**src/hdl/cht_pkg.sv**
```systemverilog
// shared types and constants of the chained hash table
`timescale 1ns / 1ps

package cht_pkg;

  localparam int unsigned MaxBucketsDefault  = 256;
  localparam int unsigned PoolEntriesDefault = 1024;

  localparam int unsigned CmdW   = 2;
  localparam int unsigned KeyW   = 32;
  localparam int unsigned ValW   = 32;
  localparam int unsigned StatW  = 2;
  localparam int unsigned CountW = 11;
  localparam int unsigned CfgW   = 9;
  localparam int unsigned CfgReset = 256;

  localparam logic [CmdW-1:0] CMD_INSERT = 2'd0;
  localparam logic [CmdW-1:0] CMD_REMOVE = 2'd1;
  localparam logic [CmdW-1:0] CMD_SEARCH = 2'd2;

  localparam logic [StatW-1:0] ST_OK   = 2'd0;
  localparam logic [StatW-1:0] ST_MISS = 2'd1;
  localparam logic [StatW-1:0] ST_FULL = 2'd2;

  // input tdata: command, key, value
  localparam int unsigned InDataW  = 72;
  // output tdata: status, found_value, found_key, entry_count
  localparam int unsigned OutDataW = 80;

  // request handed from the sequencer to the modulo unit
  typedef struct packed {
    logic            start;
    logic [KeyW-1:0] key;
    logic [CfgW-1:0] divisor;
  } mod_req_t;

endpackage

```
**src/hdl/cht_mod_unit.sv**
```systemverilog
// iterative restoring modulo unit, one key bit per cycle
`timescale 1ns / 1ps

module cht_mod_unit (
  input  logic                       clk_i,
  input  logic                       rst_ni,
  input  cht_pkg::mod_req_t          req_i,
  output logic                       done_o,
  output logic [cht_pkg::CfgW-1:0]   rem_o
);

  localparam int unsigned BitW = $clog2(cht_pkg::KeyW + 1);

  logic [cht_pkg::KeyW-1:0] shift_q, shift_d;
  logic [cht_pkg::CfgW:0]   rem_q, rem_d;
  logic [cht_pkg::CfgW-1:0] div_q, div_d;
  logic [BitW-1:0]          cnt_q, cnt_d;
  logic                     busy_q, busy_d, done_q, done_d;
  logic [cht_pkg::CfgW:0]   trial;

  // load a new request, or do one shift-subtract step
  always_comb begin
    shift_d = shift_q;
    rem_d   = rem_q;
    div_d   = div_q;
    cnt_d   = cnt_q;
    busy_d  = busy_q;
    done_d  = 1'b0;
    trial   = {rem_q[cht_pkg::CfgW-1:0], shift_q[cht_pkg::KeyW-1]};
    if (req_i.start) begin
      shift_d = req_i.key;
      rem_d   = '0;
      div_d   = req_i.divisor;
      cnt_d   = BitW'(cht_pkg::KeyW);
      busy_d  = 1'b1;
    end else if (busy_q) begin
      shift_d = {shift_q[cht_pkg::KeyW-2:0], 1'b0};
      if (trial >= {1'b0, div_q}) begin
        rem_d = trial - {1'b0, div_q};
      end else begin
        rem_d = trial;
      end
      cnt_d = cnt_q - 1'b1;
      if (cnt_q == BitW'(1)) begin
        busy_d = 1'b0;
        done_d = 1'b1;
      end
    end
  end

  always_ff @(posedge clk_i or negedge rst_ni) begin
    if (!rst_ni) begin
      busy_q <= 1'b0;
      done_q <= 1'b0;
      cnt_q  <= '0;
    end else begin
      busy_q <= busy_d;
      done_q <= done_d;
      cnt_q  <= cnt_d;
    end
  end

  always_ff @(posedge clk_i) begin
    shift_q <= shift_d;
    rem_q   <= rem_d;
    div_q   <= div_d;
  end

  assign done_o = done_q;
  assign rem_o  = rem_q[cht_pkg::CfgW-1:0];

endmodule

```
**config.mk**
```make
export PLATFORM = sky130hd
export DESIGN_NAME = cht_mod_unit
export DESIGN_NICKNAME = d
export VERILOG_FILES = /design/src/hdl/cht_pkg.sv /design/src/hdl/cht_mod_unit.sv
export SDC_FILE = /design/constraint.sdc
export NUM_CORES = 1
export LEC_CHECK = 0
export BUFFER_PORTS_ARGS = -buffer_cell sky130_fd_sc_hd__buf_2
export CAP_MARGIN = 20
export CORE_MARGIN = 2
export CORE_UTILIZATION = 45
export CTS_BUF_LIST = sky130_fd_sc_hd__clkbuf_4
export DETAILED_ROUTE_END_ITERATION = 6
export GPL_ROUTABILITY_DRIVEN = 1
export PLACE_DENSITY = 0.67
export SKIP_LAST_GASP = 1
export SLEW_MARGIN = 20
export SYNTH_ARGS = -nofsm -noshare
export SYNTH_HDL_FRONTEND = slang
export SYNTH_SLANG_ARGS = --single-unit
```
**constraint.sdc**
```tcl
create_clock -name clk_i -period 3.1 [get_ports clk_i]
set_input_delay 0.31 -clock clk_i [delete_from_list [all_inputs] [get_ports clk_i]]
set_output_delay 0.31 -clock clk_i [all_outputs]
set_load 0.02 [all_outputs]
```
# Word-level counts from Yosys, hierarchy flattened
# Cells that the tools add are included.
[totals]
inputBits = 44
out_inout_bits = 10
elab_cells = 22
ff_bits = 58
[op_classes]
addsub = 2
eq_ne = 1
order_cmp = 1
mux = 11
n_reduce_logical = 1
[op_table]
columns = ["cell", "n"]
rows = [
  ["two-way mux 32 bit", 2],
  ["two-way mux 6 bit", 2],
  [">= comparator 10 x 9 -> 1 bit", 1],
  ["two-way mux 9 bit", 1],
  ["subtractor 9 bit", 1],
  ["== test 6 x 1 -> 1 bit (second input constant)", 1],
  ["two-way mux 1 bit", 6],
  ["subtractor 6 x 1 -> 6 bit (second input constant)", 1],
  ["nonzero test 2 bit", 1],
]

# Longest topological paths before layout
[depth]
word_depth = 4
ltp_mapped = 10
depth_no_buf = 9

# Worst setup path after synthesis
# No wires, ideal clock.
[synth_timing]
path_type = "reg2reg"
from = "register shift_q[31] (netlist name)"
to = "register rem_q[2] (netlist name)"
setup_time_ns = 0.117
period_less_slack_ns = 2.406
path_slack_ns = 0.694
path_buffers = 1
t_required_ns = 2.983
t_arrival_ns = 2.289
stages_incl_launch_ff = 11
cell_sequence = "edfxtp_1 > inv_1 > ha_1 > inv_1 > fa_1 > a21o_1 > a221oi_2 > o22ai_2 > buf_6 > or3_1 > a32o_1"
[synth_via]
elab_chain_len = 2
elab_cells_between_ends = 3
cone_classes = "1 x add/sub; 1 x order compare; 1 x mux"
[synth_rtl]
columns = ["element", "line", "source"]
rows = [
  ["from (decl)", "cht_mod_unit.sv:14", "logic [cht_pkg::KeyW-1:0] shift_q, shift_d;"],
  ["from (signal assigned)", "cht_mod_unit.sv:64", "shift_q <= shift_d;"],
  ["subtractor 9 bit or >= comparator 10 x 9 -> 1 bit (tied branches)", "cht_mod_unit.sv:39, cht_mod_unit.sv:38", ""],
  ["two-way mux 9 bit *", "cht_mod_unit.sv:38", "if (trial >= {1'b0, div_q}) begin"],
  ["to (signal assigned)", "cht_mod_unit.sv:65", "rem_q <= rem_d;"],
  ["to (decl)", "cht_mod_unit.sv:15", "logic [cht_pkg::CfgW:0] rem_q, rem_d;"],
]
# Every way passes the cells marked *; elsewhere a longest branch is shown, timed or not.
# A chain may end at the register's enable or synchronous reset.

# Worst setup path in the final report
[layout_timing]
from = "register shift_q[31] (netlist name)"
to = "register rem_q[1] (netlist name)"
# The elaborated chain is that of the path after synthesis.

==> run metrics <==
final slew viol count 0; Crit. End Element flip-flop; pin count of the biggest net entering global routing 42; gr usage total 0.1642; synthesized area 2828 sq um; top post-synthesis cells by area edfxtp_1, mux2_2, dfrtp_1; asr flop ratio synth 0.1379; dominant cell type by area after synthesis edfxtp_1; hpwl dp roughly 3.7 mm; H-tree lvl count 3; row cnt 28; final period utilization 0.8609; Max-Cap Viols 0; Yosys cell types 47; Setup TNS 0 ns; vias per inst about 5.2; number of fill cells in the layout 515; WS Path Type reg -> reg; syn_nets 279; Leakage Power between 1 and 1.5 nW; Synth Flop Type edfxtp_1; Worst Hold Class in -> reg; Die Wd approximately 83 um; Iter 0 DRT Violations 83; vias in the first global route ~1900; Post-synth EDFFs 41; total CTS buffers 9; CP max FO 11; Clock Latency Late Sink between 0.3 and 0.4 ns; initial antenna violation count 0; total grt overflow 0; First-pass DRT Iterations 4; area delta synth->final 18.19%; critical path's most frequent cell inv_1; Layout Nets 339; Slew headroom 0.6612; share of the synthesized area in the top cell type 0.4354; Reg clk slew, reported paths roughly 0.09 ns; Routed WL per cell 14.44 um; post-cts resize count 0; WL final ~5.2 mm; critical path's slowest cell or2_0; Seq/Total Area, Yosys 0.5699; Initial Util 0.4720; #FFs+latches synth 58; required time worst endpoint 3.38 ns; fmax 374.7 MHz; Num Clock Sinks slightly below 60; status completed; RSZ-0062 raised after global routing false; setup violators final 0; clk root buf clkbuf_4; PortBufs 53; CTS tree done; first-pass GRT wire length about 9.0 mm; worst hold slack approximately 0.097 ns; Placer Congestion 0.8014; Syn Area/Cell between 10 and 15 sq um; clk_skew 0.009683 ns; share of cells above drive strength 1 0.3750; Worst path max stage delay 0.40 ns; Bufs on Longest Clock Path 2; Worst Path Arrival 2.95 ns; Max VDD drop 470.6 uV; number of remaining DRC errors 0; cell area power density 758.9 nW/um^2; core area 5991 sq um; final hold viol count 0; vias after detailed routing 1901; Final min period between 2 and 3 ns; Post-DRT Antenna Nets 0; Ports 54; CP Cell Sequence inv_1 -> ha_1 -> inv_1 -> fa_1 -> a21o_1 -> a221oi_2 -> o22ai_2 -> or2_0 -> o311a_1; Synthesis Warnings 0; crit start category flip-flop; die area 6934 sq um; Die Span Y between 80 and 90 um; cell count after synthesis 223; actual slew at the worst max-slew pin 0.5083 ns; ANT cells 0
## layer usage
metal | GRT usage | vias up | wire length, um
met2 | 0.2302 | 49 | 2268
met1 | 0.2332 | 883 | 2552
li1 | - | 961 | -
met5 | 0 | - | 0
met4 | 0.07601 | 0 | 97
met3 | 0.04871 | 8 | 324
## registers in the layout (all words and copies together), names as in the netlist
signal,flops
done_o,1
div_q,9
cnt_q,6
rem_q,9
busy_q,1
shift_q,32
## Yosys cell counts, drive strengths merged, types with 2 or more instances
cell and number:
o211ai 4, buf 2, inv 17, a21oi 7, a311oi 2, o311a 3, ha 11, nand2 9
mux2 31, xor2 3, xnor2 6, dfxtp 9, nor3 7, nand3 2, a21o 2, clkbuf 7
o21ai 4, o31ai 3, edfxtp 41, nor4 3, dfrtp 8, nor2 18
## final timing paths
path / from / to / slack (ns) / depth (start not counted)
max: shift_q[31] / rem_q[1] / 0.43 / 9
min: req_i[8] / div_q[8] / 0.1 / 1
max reg2reg: shift_q[31] / rem_q[1] / 0.43 / 9
min reg2reg: rem_q[8] / rem_q[8] / 0.48 / 2
max in group asynchronous: rst_ni / cnt_q[4] / 2.65 / 2
min in group asynchronous: rst_ni / cnt_q[5] / 0.28 / 2
## cell usage in the layout, fill, tap and decap left out, types with 2 or more instances in the layout
cell type and n:
clkinv_1 2, a21o_1 2, buf_4 4, clkbuf_4 10, dfrtp_1 8, dfxtp_1 9, o31ai_1 3, bufinv_16 2
inv_1 17, clkinv_2 2, nor4_1 3, mux2_2 31, nand3_1 2, nor3_1 7, o21ai_0 4, a21oi_1 7
xor2_1 3, ha_1 11, buf_2 53, edfxtp_1 41, nand2_1 9, a311oi_1 2, nor2_1 18, o311a_1 3
xnor2_1 6, o211ai_1 4
## what timing repair did
action | 4_1_cts | 5_1_grt
buffers inserted | 0 | 0
hold buffers | 1 | 0
hold endpoints to repair | 8 | 0
endpoints found under the setup margin | 0 | 0
## layout make-up
class                           instances  area (sq um)  area share
Multi-Input combinational cell        138          1107      0.3313
Tap cell                               75         93.84     0.02808
Clock buffer                           10         75.07     0.02246
Clock inverter                          6         81.33     0.02434
Timing Repair Buffer                   58         305.3     0.09135
Inverter                               18         67.56     0.02022
Sequential cell                        58          1612      0.4822
## logic make-up after synthesis
logic type / after synthesis / synth area share
simple gates: 49 / 0.08408
compound gates: 36 / 0.09691
flops: 58 / 0.5699
buf+inv: 27 / 0.03849
fa+ha+maj: 12 / 0.05575
xor+xnor: 9 / 0.02788
mux: 32 / 0.1270
## critical path, delay by kind of cell (launching register included)
kind | cells | cell delay, ns
compound gates | 4 | 1.13
flops | 1 | 0.39
fa+ha+maj | 2 | 0.54
buf+inv | 2 | 0.12
simple gates | 1 | 0.40
## through the flow
stage | area [sq um] | power [mW] | util | setup WS (ns) | instances
finish | 3342 | 2.536 | 0.5579 | 0.4312 | 363
global placement | 3176 | 1.930 | 0.5301 | 0.4761 | 346
detailed placement | 3176 | 1.947 | 0.5301 | 0.4642 | 346
global route | 3342 | 2.708 | 0.5579 | 0.2223 | 363
floorplan | 2828 | 1.729 | - | 0.6935 | 223
CTS | 3342 | 2.558 | 0.5579 | 0.4477 | 363
## report_power, final
| part | leakage [nW] | switching (mW) | internal [mW] |
|---|---|---|---|
| sequential | 0.599 | 0.110 | 0.993 |
| combinational | 0.748 | 0.458 | 0.372 |
| clock | 0.0838 | 0.273 | 0.331 |
| total | 1.43 | 0.840 | 1.70 |
Power figures use the tool's default switching activity.
